$ cat config.mk
export PLATFORM = sky130hd
export DESIGN_NAME = pcx_rle_to_mono_raster_top
export DESIGN_NICKNAME = d
export VERILOG_FILES = /design/src/hw/rtl/pcxr_pkg.sv /design/src/hw/rtl/pcxr_queue.sv /design/src/hw/rtl/pcxr_front.sv /design/src/hw/rtl/pcxr_back.sv /design/src/hw/rtl/pcx_rle_to_mono_raster_top.sv
export SDC_FILE = /design/constraint.sdc
export NUM_CORES = 1
export LEC_CHECK = 0
export BUFFER_PORTS_ARGS = -buffer_cell sky130_fd_sc_hd__buf_2
export CAP_MARGIN = 20
export CORE_MARGIN = 3
export CORE_UTILIZATION = 65
export CTS_BUF_LIST = sky130_fd_sc_hd__clkbuf_8
export CTS_CLUSTER_SIZE = 16
export DETAILED_ROUTE_END_ITERATION = 6
export PLACE_DENSITY = 0.84
export REMOVE_ABC_BUFFERS = 1
export SLEW_MARGIN = 20
export SYNTH_ARGS = -nofsm -noshare
export SYNTH_HDL_FRONTEND = slang
export SYNTH_SLANG_ARGS = --single-unit
$ cat constraint.sdc
create_clock -name i_clk -period 8.5 [get_ports i_clk]
set_clock_uncertainty 0.2 [all_clocks]
set_input_delay 0.425 -clock i_clk [delete_from_list [all_inputs] [get_ports i_clk]]
set_output_delay 0.425 -clock i_clk [all_outputs]
set_load 0.005 [all_outputs]
$ cat src/hw/rtl/pcxr_pkg.sv
package pcxr_pkg;

    localparam logic [1:0] MODE_1BIT = 2'd0;
    localparam logic [1:0] MODE_4BIT = 2'd1;

    localparam logic [1:0] MARKER_TAG = 2'b11;

    typedef enum logic [1:0] {
        REG_PIXEL_MODE = 2'd0,
        REG_ROW_WIDTH  = 2'd1,
        REG_ROW_TOTAL  = 2'd2,
        REG_SKIP_PAD   = 2'd3
    } t_reg_index;

    typedef struct packed {
        logic [1:0]  pixel_mode;
        logic [15:0] row_width;
        logic [15:0] row_total;
        logic        skip_pad_byte;
    } t_cfg;

    typedef struct packed {
        logic [7:0] value;
        logic [5:0] count;
    } t_item;

    typedef struct packed {
        logic busy;
        logic done;
        logic row_skip;
    } t_back_status;

    typedef struct packed {
        logic [7:0] data;
        logic       row_end;
        logic       image_end;
    } t_result;

    typedef enum logic [1:0] {
        BK_IDLE,
        BK_RUN,
        BK_FLUSH
    } t_back_state;

endpackage

$ cat src/hw/rtl/pcxr_queue.sv
module pcxr_queue
    import pcxr_pkg::*;
(
    input  logic  i_clk,
    input  logic  i_rst_n,
    input  logic  i_push,
    input  t_item i_item,
    input  logic  i_pop,
    output logic  o_valid,
    output t_item o_item
);

    t_item      r_mem [2];
    logic       r_wr_ptr;
    logic       r_rd_ptr;
    logic [1:0] r_fill;
    logic       w_do_push;
    logic       w_do_pop;

    assign w_do_push = i_push && (r_fill != 2'd2);
    assign w_do_pop  = i_pop && (r_fill != 2'd0);
    assign o_valid   = (r_fill != 2'd0);
    assign o_item    = r_mem[r_rd_ptr];

    always_ff @(posedge i_clk) begin
        if (w_do_push) begin
            r_mem[r_wr_ptr] <= i_item;
        end
    end

    always_ff @(posedge i_clk) begin
        if (!i_rst_n) begin
            r_wr_ptr <= 1'b0;
            r_rd_ptr <= 1'b0;
            r_fill   <= 2'd0;
        end else begin
            if (w_do_push) begin
                r_wr_ptr <= ~r_wr_ptr;
            end
            if (w_do_pop) begin
                r_rd_ptr <= ~r_rd_ptr;
            end
            if (w_do_push && !w_do_pop) begin
                r_fill <= r_fill + 2'd1;
            end else if (w_do_pop && !w_do_push) begin
                r_fill <= r_fill - 2'd1;
            end
        end
    end

endmodule

$ cat src/hw/rtl/pcxr_front.sv
module pcxr_front
    import pcxr_pkg::*;
(
    input  logic         i_clk,
    input  logic         i_rst_n,
    input  logic         i_accept,
    input  logic [7:0]   i_byte,
    input  logic         i_skip_pad_byte,
    input  t_back_status i_status,
    output logic         o_push,
    output t_item        o_item
);

    logic       r_await_value;
    logic [5:0] r_pending_count;
    logic       r_skip_next;
    logic       n_await_value;
    logic [5:0] n_pending_count;
    logic       n_skip_next;

    always_comb begin
        n_await_value   = r_await_value;
        n_pending_count = r_pending_count;
        n_skip_next     = r_skip_next;
        o_push          = 1'b0;
        o_item.value    = i_byte;
        o_item.count    = 6'd1;
        if (i_status.row_skip) begin
            n_skip_next = i_skip_pad_byte;
        end
        if (i_accept && !i_status.done) begin
            priority if (r_skip_next) begin
                n_skip_next = 1'b0;
            end else if (r_await_value) begin
                n_await_value = 1'b0;
                o_item.count  = r_pending_count;
                o_push        = 1'b1;
            end else if (i_byte[7:6] == MARKER_TAG) begin
                n_await_value   = 1'b1;
                n_pending_count = i_byte[5:0];
            end else begin
                o_push = 1'b1;
            end
        end
    end

    always_ff @(posedge i_clk) begin
        if (!i_rst_n) begin
            r_await_value   <= 1'b0;
            r_pending_count <= 6'd0;
            r_skip_next     <= 1'b0;
        end else begin
            r_await_value   <= n_await_value;
            r_pending_count <= n_pending_count;
            r_skip_next     <= n_skip_next;
        end
    end

endmodule

$ cat src/hw/rtl/pcxr_back.sv
module pcxr_back
    import pcxr_pkg::*;
(
    input  logic         i_clk,
    input  logic         i_rst_n,
    input  t_cfg         i_cfg,
    input  logic         i_q_valid,
    input  t_item        i_q_item,
    output logic         o_q_pop,
    output t_back_status o_status,
    output logic         o_m_tvalid,
    input  logic         i_m_tready,
    output logic [7:0]   o_m_tdata,
    output logic         o_m_tlast,
    output logic [1:0]   o_m_tuser
);

    t_back_state r_state, n_state;
    logic [7:0]  r_value, n_value;
    logic [5:0]  r_count, n_count;
    logic [2:0]  r_idx, n_idx;
    logic [15:0] r_column, n_column;
    logic [15:0] r_row, n_row;
    logic [2:0]  r_bitpos, n_bitpos;
    logic [7:0]  r_partial, n_partial;
    logic        r_done, n_done;
    t_result     r_held, n_held;
    logic        r_held_v, n_held_v;
    t_result     r_out, n_out;
    logic        r_out_last, n_out_last;
    logic        r_out_v, n_out_v;

    logic        w_zero;
    logic        w_last_pix;
    logic [16:0] w_width;
    logic [16:0] w_total;
    logic [16:0] w_col_inc;
    logic [16:0] w_row_inc;
    logic        w_full;
    logic        w_rend;
    logic        w_iend;
    logic        w_emit;
    logic [7:0]  w_partial_next;
    logic        w_out_free;
    logic        w_row_skip;

    always_comb begin
        unique case (i_cfg.pixel_mode)
            MODE_1BIT: begin
                w_zero     = !r_value[3'd7 - r_idx];
                w_last_pix = (r_idx == 3'd7);
            end
            MODE_4BIT: begin
                w_zero     = r_idx[0] ? (r_value[3:0] == 4'd0) : (r_value[7:4] == 4'd0);
                w_last_pix = r_idx[0];
            end
            default: begin
                w_zero     = (r_value == 8'd0);
                w_last_pix = 1'b1;
            end
        endcase
    end

    assign w_width        = (i_cfg.row_width == 16'd0) ? 17'h10000 : {1'b0, i_cfg.row_width};
    assign w_total        = (i_cfg.row_total == 16'd0) ? 17'h10000 : {1'b0, i_cfg.row_total};
    assign w_col_inc      = {1'b0, r_column} + 17'd1;
    assign w_row_inc      = {1'b0, r_row} + 17'd1;
    assign w_full         = (r_bitpos == 3'd0);
    assign w_rend         = (w_col_inc >= w_width);
    assign w_iend         = w_rend && (w_row_inc >= w_total);
    assign w_emit         = w_full || w_rend;
    assign w_partial_next = r_partial | ({7'd0, w_zero} << r_bitpos);
    assign w_out_free     = !r_out_v || i_m_tready;

    always_comb begin
        n_state    = r_state;
        n_value    = r_value;
        n_count    = r_count;
        n_idx      = r_idx;
        n_column   = r_column;
        n_row      = r_row;
        n_bitpos   = r_bitpos;
        n_partial  = r_partial;
        n_done     = r_done;
        n_held     = r_held;
        n_held_v   = r_held_v;
        n_out      = r_out;
        n_out_last = r_out_last;
        n_out_v    = r_out_v && !i_m_tready;
        o_q_pop    = 1'b0;
        w_row_skip = 1'b0;
        unique case (r_state)
            BK_IDLE: begin
                o_q_pop = i_q_valid;
                if (i_q_valid) begin
                    n_value = i_q_item.value;
                    n_count = i_q_item.count;
                    n_idx   = 3'd0;
                    if (i_q_item.count != 6'd0) begin
                        n_state = BK_RUN;
                    end
                end
            end
            BK_RUN: begin
                if (!(w_emit && r_held_v && !w_out_free)) begin
                    if (w_emit) begin
                        if (r_held_v) begin
                            n_out      = r_held;
                            n_out_last = 1'b0;
                            n_out_v    = 1'b1;
                        end
                        n_held.data      = w_partial_next;
                        n_held.row_end   = w_rend;
                        n_held.image_end = w_iend;
                        n_held_v         = 1'b1;
                        n_partial        = 8'd0;
                        n_bitpos         = 3'd7;
                    end else begin
                        n_partial = w_partial_next;
                        n_bitpos  = r_bitpos - 3'd1;
                    end
                    n_column = w_rend ? 16'd0 : w_col_inc[15:0];
                    if (w_rend) begin
                        if (w_iend) begin
                            n_done = 1'b1;
                        end else begin
                            n_row      = w_row_inc[15:0];
                            w_row_skip = 1'b1;
                        end
                        n_state = BK_FLUSH;
                    end else if (w_last_pix) begin
                        n_idx   = 3'd0;
                        n_count = r_count - 6'd1;
                        if (r_count == 6'd1) begin
                            n_state = BK_FLUSH;
                        end
                    end else begin
                        n_idx = r_idx + 3'd1;
                    end
                end
            end
            BK_FLUSH: begin
                if (!r_held_v) begin
                    n_state = BK_IDLE;
                end else if (w_out_free) begin
                    n_out      = r_held;
                    n_out_last = 1'b1;
                    n_out_v    = 1'b1;
                    n_held_v   = 1'b0;
                    n_state    = BK_IDLE;
                end
            end
            default: begin
                n_state = BK_IDLE;
            end
        endcase
    end

    always_ff @(posedge i_clk) begin
        if (!i_rst_n) begin
            r_state   <= BK_IDLE;
            r_column  <= 16'd0;
            r_row     <= 16'd0;
            r_bitpos  <= 3'd7;
            r_partial <= 8'd0;
            r_done    <= 1'b0;
            r_held_v  <= 1'b0;
            r_out_v   <= 1'b0;
        end else begin
            r_state   <= n_state;
            r_column  <= n_column;
            r_row     <= n_row;
            r_bitpos  <= n_bitpos;
            r_partial <= n_partial;
            r_done    <= n_done;
            r_held_v  <= n_held_v;
            r_out_v   <= n_out_v;
        end
    end

    always_ff @(posedge i_clk) begin
        r_value    <= n_value;
        r_count    <= n_count;
        r_idx      <= n_idx;
        r_held     <= n_held;
        r_out      <= n_out;
        r_out_last <= n_out_last;
    end

    assign o_status.busy     = (r_state != BK_IDLE);
    assign o_status.done     = r_done;
    assign o_status.row_skip = w_row_skip;

    assign o_m_tvalid = r_out_v;
    assign o_m_tdata  = r_out.data;
    assign o_m_tlast  = r_out.row_end;
    assign o_m_tuser  = {r_out_last, r_out.image_end};

endmodule

$ cat src/hw/rtl/pcx_rle_to_mono_raster_top.sv
// Channel     Direction  Signals                          Contents
// s_axis      in         tvalid tready tdata[7:0]         encoded PCX data byte
// m_axis      out        tvalid tready tdata[7:0] tlast   packed raster byte, tlast = row end
//                        tuser[1:0]                       bit 0 image end, bit 1 last of input
// cfg         in         i_cfg_valid o_cfg_ready          register index and write data
//
// The pixel engine handles one pixel per cycle unless a stalled output holds it; a literal
// byte holds one, two or eight pixels by pixel mode, a run its count times that, and a run
// marker or a pad byte yields no pixel.
// A new byte is taken only once the engine has finished the previous one.
// Reset is synchronous and active low; no clearing pass is needed.
// A stalled output holds the engine only when a second result is ready to leave.
module pcx_rle_to_mono_raster_top
    import pcxr_pkg::*;
(
    input  logic        i_clk,
    input  logic        i_rst_n,
    input  logic        s_axis_tvalid,
    output logic        s_axis_tready,
    input  logic [7:0]  s_axis_tdata,   // [7:0] in_byte
    output logic        m_axis_tvalid,
    input  logic        m_axis_tready,
    output logic [7:0]  m_axis_tdata,   // [7:0] out_byte
    output logic        m_axis_tlast,
    output logic [1:0]  m_axis_tuser,   // [0] image_end, [1] last_of_input
    input  logic        i_cfg_valid,
    output logic        o_cfg_ready,
    input  logic [1:0]  i_cfg_index,
    input  logic [15:0] i_cfg_data
);

    t_cfg         r_cfg;
    t_back_status w_status;
    logic         w_accept;
    logic         w_push;
    t_item        w_push_item;
    logic         w_q_valid;
    t_item        w_q_item;
    logic         w_q_pop;

    assign o_cfg_ready   = 1'b1;
    assign s_axis_tready = !w_q_valid && !w_status.busy;
    assign w_accept      = s_axis_tvalid && s_axis_tready;

    always_ff @(posedge i_clk) begin
        if (!i_rst_n) begin
            r_cfg.pixel_mode    <= MODE_1BIT;
            r_cfg.row_width     <= 16'd1;
            r_cfg.row_total     <= 16'd1;
            r_cfg.skip_pad_byte <= 1'b0;
        end else if (i_cfg_valid) begin
            unique case (t_reg_index'(i_cfg_index))
                REG_PIXEL_MODE: r_cfg.pixel_mode    <= i_cfg_data[1:0];
                REG_ROW_WIDTH:  r_cfg.row_width     <= i_cfg_data;
                REG_ROW_TOTAL:  r_cfg.row_total     <= i_cfg_data;
                REG_SKIP_PAD:   r_cfg.skip_pad_byte <= i_cfg_data[0];
                default:        r_cfg.skip_pad_byte <= r_cfg.skip_pad_byte;
            endcase
        end
    end

    pcxr_front u_front (
        .i_clk           (i_clk),
        .i_rst_n         (i_rst_n),
        .i_accept        (w_accept),
        .i_byte          (s_axis_tdata),
        .i_skip_pad_byte (r_cfg.skip_pad_byte),
        .i_status        (w_status),
        .o_push          (w_push),
        .o_item          (w_push_item)
    );

    pcxr_queue u_queue (
        .i_clk   (i_clk),
        .i_rst_n (i_rst_n),
        .i_push  (w_push),
        .i_item  (w_push_item),
        .i_pop   (w_q_pop),
        .o_valid (w_q_valid),
        .o_item  (w_q_item)
    );

    pcxr_back u_back (
        .i_clk      (i_clk),
        .i_rst_n    (i_rst_n),
        .i_cfg      (r_cfg),
        .i_q_valid  (w_q_valid),
        .i_q_item   (w_q_item),
        .o_q_pop    (w_q_pop),
        .o_status   (w_status),
        .o_m_tvalid (m_axis_tvalid),
        .i_m_tready (m_axis_tready),
        .o_m_tdata  (m_axis_tdata),
        .o_m_tlast  (m_axis_tlast),
        .o_m_tuser  (m_axis_tuser)
    );

endmodule

==> metrics.txt, run 1 <==
status=finished, final reports clean; vias in the first global route=6451; Max Used Layer=met4; Startpoint Class=flip-flop; area of the die=0.0139 mm2; Hold Path Sink=r_cfg[2]; Arrival @ worst endpoint=5.25 ns; Die X=118 um; Root Buffer=clkbuf_8; first-pass GRT wire length=30.5 mm; Site Rows=40; Slew @ Worst Pin=1.05 ns; vias=6497; worst setup path category=flip-flop to flip-flop; top-area cell type share of the netlist area=24.3%; dominant cell type by area after synthesis=edfxtp_1; buffer and inverter count on the worst path=0; H-tree levels=4; routability cong.=0.922; largest fanout on the critical path=32; grt ovf=0; r2r startpoint=u_back.r_column[0]; total CTS buffers=17; die height=118 um; sequential area share after synthesis=48.0%; Core Region=0.0121 mm2; wire length on met3=1.03 mm; max capacitance violation total=0; count of final setup violators=0; DP HPWL=12.6 mm; Clock Latency Late Sink=0.47 ns; Resize count post-CTS=0; Syn Area/Cell=9.73 um2; DRT met1 WL=7.71 mm; fin cells=1067; Post-synth EDFFs=66; Area growth syn-to-layout=11.1%; Vias/cell=6.09; post-route ant nets=0; Yosys reg bits=162; Ys Warns=0; Post-synth top flop=dfxtp_1; nets@finish=963; setup_tns=0 ns; min setup slack post-route=3.45 ns; slowest stage delay, CP=0.88 ns; Slew headroom=29.7%; Tmin final=5.05 ns; fmax=198 MHz; Clk pin slew, worst setup/hold paths=0.09 ns; CTS tree=done; pins over their slew limit=0; crit path cell chain=ha_1 > nand2_1 > nor3_1 > and3_1 > and3_1 > nand3_1 > xnor2_1 > ha_1 > nand4_1 > nor3_1 > a21boi_1 > o211ai_4 > or4_1 > a21oi_1; critical path's slowest cell=a21boi_1; dpl ws=3.29 ns; Leakage Power=3.45 nW; Residual DRC=0; VDD IR max=167 uV; Routed met2 length=9.25 mm; 1st-pass router iterations=6; Hold Path Origin=i_cfg_data[1]; RSZ-0062 raised after global routing=no; Required @ worst endpoint=8.70 ns; PwrDens=233 mW/mm2; largest cells by area after synthesis=edfxtp_1, dfxtp_1, ha_1; final wirelength=18.4 mm; Total GRT Usage=27.0%; Iter 0 DRT Violations=442; synthesized area=0.00814 mm2; initial antenna violation count=1; Gate Count Post-Synth=837; largest net degree at the start of global routing=47; # IOs=45; clock sinks=162; layout cell share with drive strength beyond 1=13.1%; total power=0.00210 W; starting density of the core=67.2%; Hold WC Path Type=input pin to flip-flop; asr flop ratio synth=0%; hold path cells=3; Port Buffers=43; crit end category=flip-flop; wire per inst=17.2 um; R2R cell count=14; reg2reg setup slack=3.45 ns; fin crit share=59.4%; Critical R2R Capture=u_back.r_row[12]; placed insts=1012; Clock Path Buffers=2; critical path's top delay family=simple AND/OR/NAND/NOR gates; post-synthesis cell type count=71; Final Hold Viols=0
## what timing repair did
| action | CTS | global route |
|---|---|---|
| hold endpoints to repair | 40 | 0 |
| hold buffers | 22 | 0 |
| setup endpoints to repair | 0 | 0 |
| setup buffers | 0 | 0 |
## cells by family after synthesis
logic type | after synthesis | synth area share, %
other | 1 | 0.0461
XOR/XNOR | 36 | 3.87
buffers and inverters | 87 | 4.37
adder cells (fa/ha/maj) | 47 | 7.22
AND/OR/NAND/NOR | 303 | 19.3
multiplexers | 27 | 3.78
AO/OA/AOI/OAI | 174 | 13.5
flip-flops | 162 | 48.0
## sequential cells by signal, indices dropped and copies added, names as in the netlist, 6 cells and up, named ones only
name	flops
r_cfg	35
u_back.r_column	16
u_back.r_row	16
u_back.o_m_tdata	8
u_queue.r_mem	28
u_back.r_partial	8
u_back.r_held	10
u_back.r_count	6
u_back.r_value	8
u_front.r_pending_count	6
## Yosys cell counts (8+ instances only)
cell type / count
and3_1: 15
nor3_1: 15
clkbuf_1: 23
nor2_1: 40
dfxtp_1: 96
inv_1: 47
or4_1: 12
o21ai_0: 25
a21oi_1: 76
ha_1: 47
xnor2_1: 17
xor2_1: 19
mux2_2: 10
nand3_1: 34
buf_2: 8
nor4_1: 12
o31ai_1: 19
nand2_1: 109
mux2i_1: 15
edfxtp_1: 66
nand4_1: 11
## how the worst max path moves through the flow
stage                     slack, ns  cells past startpoint                   to          startpoint
after floorplan                3.65                     13  u_back.o_m_tdata[0]  u_back.r_column[0]
after global placement         3.52                     14     u_back.r_row[10]  u_back.r_column[0]
after detailed placement       3.29                     14     u_back.r_row[12]  u_back.r_column[0]
after CTS                      3.27                     14     u_back.r_row[12]  u_back.r_column[0]
after global routing           2.99                     14     u_back.r_row[12]  u_back.r_column[0]
final                          3.45                     14     u_back.r_row[12]  u_back.r_column[0]
## where the power goes
part	switching (W)	internal, W	total (W)	leakage, nW
logic	0.000319	0.000186	0.000505	1.87
clock network	0.000305	0.000269	0.000574	0.194
registers	0.0000776	0.000948	0.00103	1.38
## routing by layer
layer  track usage, %  vias up
li1                 -     3120
met1             33.4     3115
met2             46.5      222
met3             5.67       40
met4             10.3        0
met5                0        -
## stage by stage
step	utilization, %	hold WS [ns]	cell area (um2)
3_5_place_dp	69.5	0.205	8410
5_1_grt	74.7	0.0368	9050
4_1_cts	74.6	0.0153	9040
3_3_place_gp	69.4	0.202	8410
2_1_floorplan	-	0.200	7970
6_report	74.7	0.0502	9050
## worst min-delay path: stages
cell	delay, ns
buf_2	0.14
nand2_1	0.06
a21oi_1	0.05
## cells in the final DEF, fill, tap and decap left out, drive strengths merged, types with 22 or more instances in the layout
cell type,count
nand2,110
dfxtp,96
a21oi,77
edfxtp,66
inv,55
ha,47
buf,45
nor2,40
nand3,38
o21ai,31
dlygate4sd3,22
## cell type report
class	count	area [um2]
inverter	49	184
clock inverter	15	170
clock buffer	17	234
multi-input combinational	588	3890
timing repair buffer	67	450
sequential	162	3900
tap	168	210
antenna	1	2.50
fill	833	3060
Note: power is estimated with default switching activity, not from simulation.
==> run 2, diff against run 1 <==
--- a/config.mk
+++ b/config.mk
@@ -8,11 +8,11 @@
 export BUFFER_PORTS_ARGS = -buffer_cell sky130_fd_sc_hd__buf_2
 export CAP_MARGIN = 20
 export CORE_MARGIN = 3
-export CORE_UTILIZATION = 65
+export CORE_UTILIZATION = 57
 export CTS_BUF_LIST = sky130_fd_sc_hd__clkbuf_8
 export CTS_CLUSTER_SIZE = 16
 export DETAILED_ROUTE_END_ITERATION = 6
-export PLACE_DENSITY = 0.84
+export PLACE_DENSITY = 0.78
 export REMOVE_ABC_BUFFERS = 1
 export SLEW_MARGIN = 20
 export SYNTH_ARGS = -nofsm -noshare
==> constraint.sdc (replaced) <==
create_clock -name i_clk -period 4.1 [get_ports i_clk]
set_clock_uncertainty 0.2 [all_clocks]
set_input_delay 0.205 -clock i_clk [delete_from_list [all_inputs] [get_ports i_clk]]
set_output_delay 0.205 -clock i_clk [all_outputs]
set_load 0.005 [all_outputs]
==> metrics.txt, run 2 (synthesis gave the netlist of run 1 again) <==
routability cong.=0.904 (was 0.922); Port Buffers=43 (unchanged); most frequent cells in the layout=nand2_1, dfxtp_1, a21oi_1 (unchanged); max capacitance violation total=0 (unchanged); largest fanout on the critical path=11 (was 32); layout cell share with drive strength beyond 1=16.4% (was 13.1%); grt ovf=0 (unchanged); Area growth syn-to-layout=15.1% (was 11.1%); Tmin final=3.93 ns (was 5.05 ns); Post-CTS Setup Inserts=0 (unchanged); switch share=32.7% (was 33.4%); critical path's top delay family=simple AND/OR/NAND/NOR gates (unchanged); first-pass GRT wire length=29.0 mm (was 30.5 mm); Leakage Power=3.64 nW (was 3.45 nW); Layout Utilization=67.3% (was 74.7%); WHS=0.222 ns (was 0.0502 ns); vias in the first global route=6194 (was 6451); clock sinks=162 (unchanged); 1st-pass router iterations=5 (was 6); fmax=254 MHz (was 198 MHz); area of the die=0.0158 mm2 (was 0.0139 mm2); PwrDens=462 mW/mm2 (was 233 mW/mm2); starting density of the core=58.4% (was 67.2%); vias=6375 (was 6497); VDD IR max=394 uV (was 167 uV); final wirelength=17.6 mm (was 18.4 mm); NetSw=0.00141 W (was 0.000702 W); sequential cell area=0.00391 mm2 (was 0.00390 mm2); Slew headroom=34.8% (was 29.7%); clock power share=25.0% (was 27.3%); critical path's slowest cell=or3_4 (was a21boi_1); Clock Latency Late Sink=0.45 ns (was 0.47 ns); Hold WC Path Type=flip-flop to flip-flop (was input pin to flip-flop); Residual DRC=0 (unchanged); area occupied by multi-input gates=0.00396 mm2 (was 0.00389 mm2); internal power=0.00291 W (was 0.00140 W); # IOs=45 (unchanged); H-tree levels=4 (unchanged); Site Rows=43 (was 40); # fillers=1075 (was 833); Total GRT Usage=22.4% (was 27.0%); worst setup path category=flip-flop to flip-flop (unchanged); status=finished, final reports clean (unchanged); slowest stage delay, CP=0.43 ns (was 0.88 ns); Vias/cell=5.74 (was 6.09); Arrival @ worst endpoint=3.89 ns (was 5.25 ns); die height=126 um (was 118 um); Root Buffer=clkbuf_8 (unchanged); CTS tree=done (unchanged); Slew @ Worst Pin=0.974 ns (was 1.05 ns); Final Hold Viols=0 (unchanged); commonest non-fill, non-tap cell in the layout=nand2_1 (unchanged); max reg flops=35 (unchanged); Required @ worst endpoint=4.06 ns (was 8.70 ns); crit path cell chain=nand2_1 > nor4_4 > and3_2 > and3_4 > and3_4 > xor2_1 > ha_1 > nand4_1 > nor3_2 > a21boi_1 > buf_4 > or3_4 > a21oi_2 > nor2b_1 > buf_4 (was ha_1 > nand2_1 > nor3_1 > and3_1 > and3_1 > nand3_1 > xnor2_1 > ha_1 > nand4_1 > nor3_1 > a21boi_1 > o211ai_4 > or4_1 > a21oi_1); nets@finish=996 (was 963); DP HPWL=12.2 mm (was 12.6 mm); Reg power frac=49.0% (was 48.7%); crit end category=flip-flop (unchanged); buffer and inverter count on the worst path=2 (was 0); initial antenna violation count=0 (was 1); Antenna diodes=0 (was 1); post-route ant nets=0 (unchanged); largest net degree at the start of global routing=39 (was 47); min setup slack post-route=0.170 ns (was 3.45 ns); fin crit share=95.9% (was 59.4%); Clock Path Buffers=2 (unchanged); Comb pwr share=26.0% (was 24.0%); total CTS buffers=17 (unchanged); Clk pin slew, worst setup/hold paths=0.08 ns (was 0.09 ns); count of final setup violators=0 (unchanged); dpl ws=0.0320 ns (was 3.29 ns); Iter 0 DRT Violations=466 (was 442); wire per inst=15.9 um (was 17.2 um); Core Region=0.0139 mm2 (was 0.0121 mm2); pins over their slew limit=0 (unchanged); Startpoint Class=flip-flop (unchanged); Biggest register=r_cfg (unchanged); biggest regs=r_cfg x35, u_queue.r_mem x28 (unchanged); Die X=126 um (was 118 um)
run 2: worst reg2reg max path: cells and delay by family (launching register included):
| family | cells | cell delay [ns] |
|---|---|---|
| flops | 1 | 0.39 |
| xor+xnor | 1 | 0.16 |
| compound gates | 2 | 0.28 |
| simple gates | 9 | 1.99 |
| buf+inv | 2 | 0.36 |
| fa+ha+maj | 1 | 0.26 |
run 2: power groups by stage:
stage | Combinational (W) | Sequential, W | Clock (W)
2_1_floorplan | 0.000728 | 0.00211 | 0
4_1_cts | 0.00111 | 0.00212 | 0.00110
3_3_place_gp | 0.00105 | 0.00214 | 0
3_5_place_dp | 0.00108 | 0.00215 | 0
6_report | 0.00113 | 0.00212 | 0.00108
5_1_grt | 0.00125 | 0.00215 | 0.00117
run 2: final timing paths:
kind                                          from             endpoint  depth (start not counted)  slack, ns
worst max register to register  u_back.r_column[0]    u_back.r_count[3]                         15       0.17
worst min-delay path              u_back.r_held[7]  u_back.o_m_tdata[5]                          0       0.22
worst max-delay path            u_back.r_column[0]    u_back.r_count[3]                         15       0.17
worst min register to register    u_back.r_held[7]  u_back.o_m_tdata[5]                          0       0.22
run 2: final cells by class:
class                   count  share of cell area [%]
well taps                 180                    2.40
clock inverters            14                    1.25
repair buffers            100                    7.80
flip-flops and latches    162                    41.7
multi-input cells         588                    42.3
clock buffers              18                    2.64
inverters                  49                    1.96
run 2: repair_timing:
action | 4_1_cts | 5_1_grt
endpoints found under the setup margin | 6 | 55
gates resized for setup | 2 | 17
hold endpoints to repair | 60 | 0
hold buffers | 30 | 0
pin swaps | 0 | 9
run 2: metal layers:
metal / part of all wire (%) / vias to the layer above / GRT usage (%) / wire [um]
met5: 0 / - / 0 / 0
met4: 2.8 / 0 / 9.89 / 491
met3: 4.6 / 45 / 4.27 / 807
met2: 47 / 162 / 36.3 / 8240
li1: - / 3187 / - / -
met1: 46 / 2981 / 29.4 / 8110
run 2: through the flow:
step           std cells  total power (W)  TNS (ns)  instance area [um2]
2_1_floorplan        799          0.00284    -15.42                 7970
3_3_place_gp        1049          0.00319         0                 8620
3_5_place_dp        1049          0.00323         0                 8620
4_1_cts             1111          0.00433         0                 9300
5_1_grt             1111          0.00456   -0.0952                 9370
6_report            1111          0.00433         0                 9370
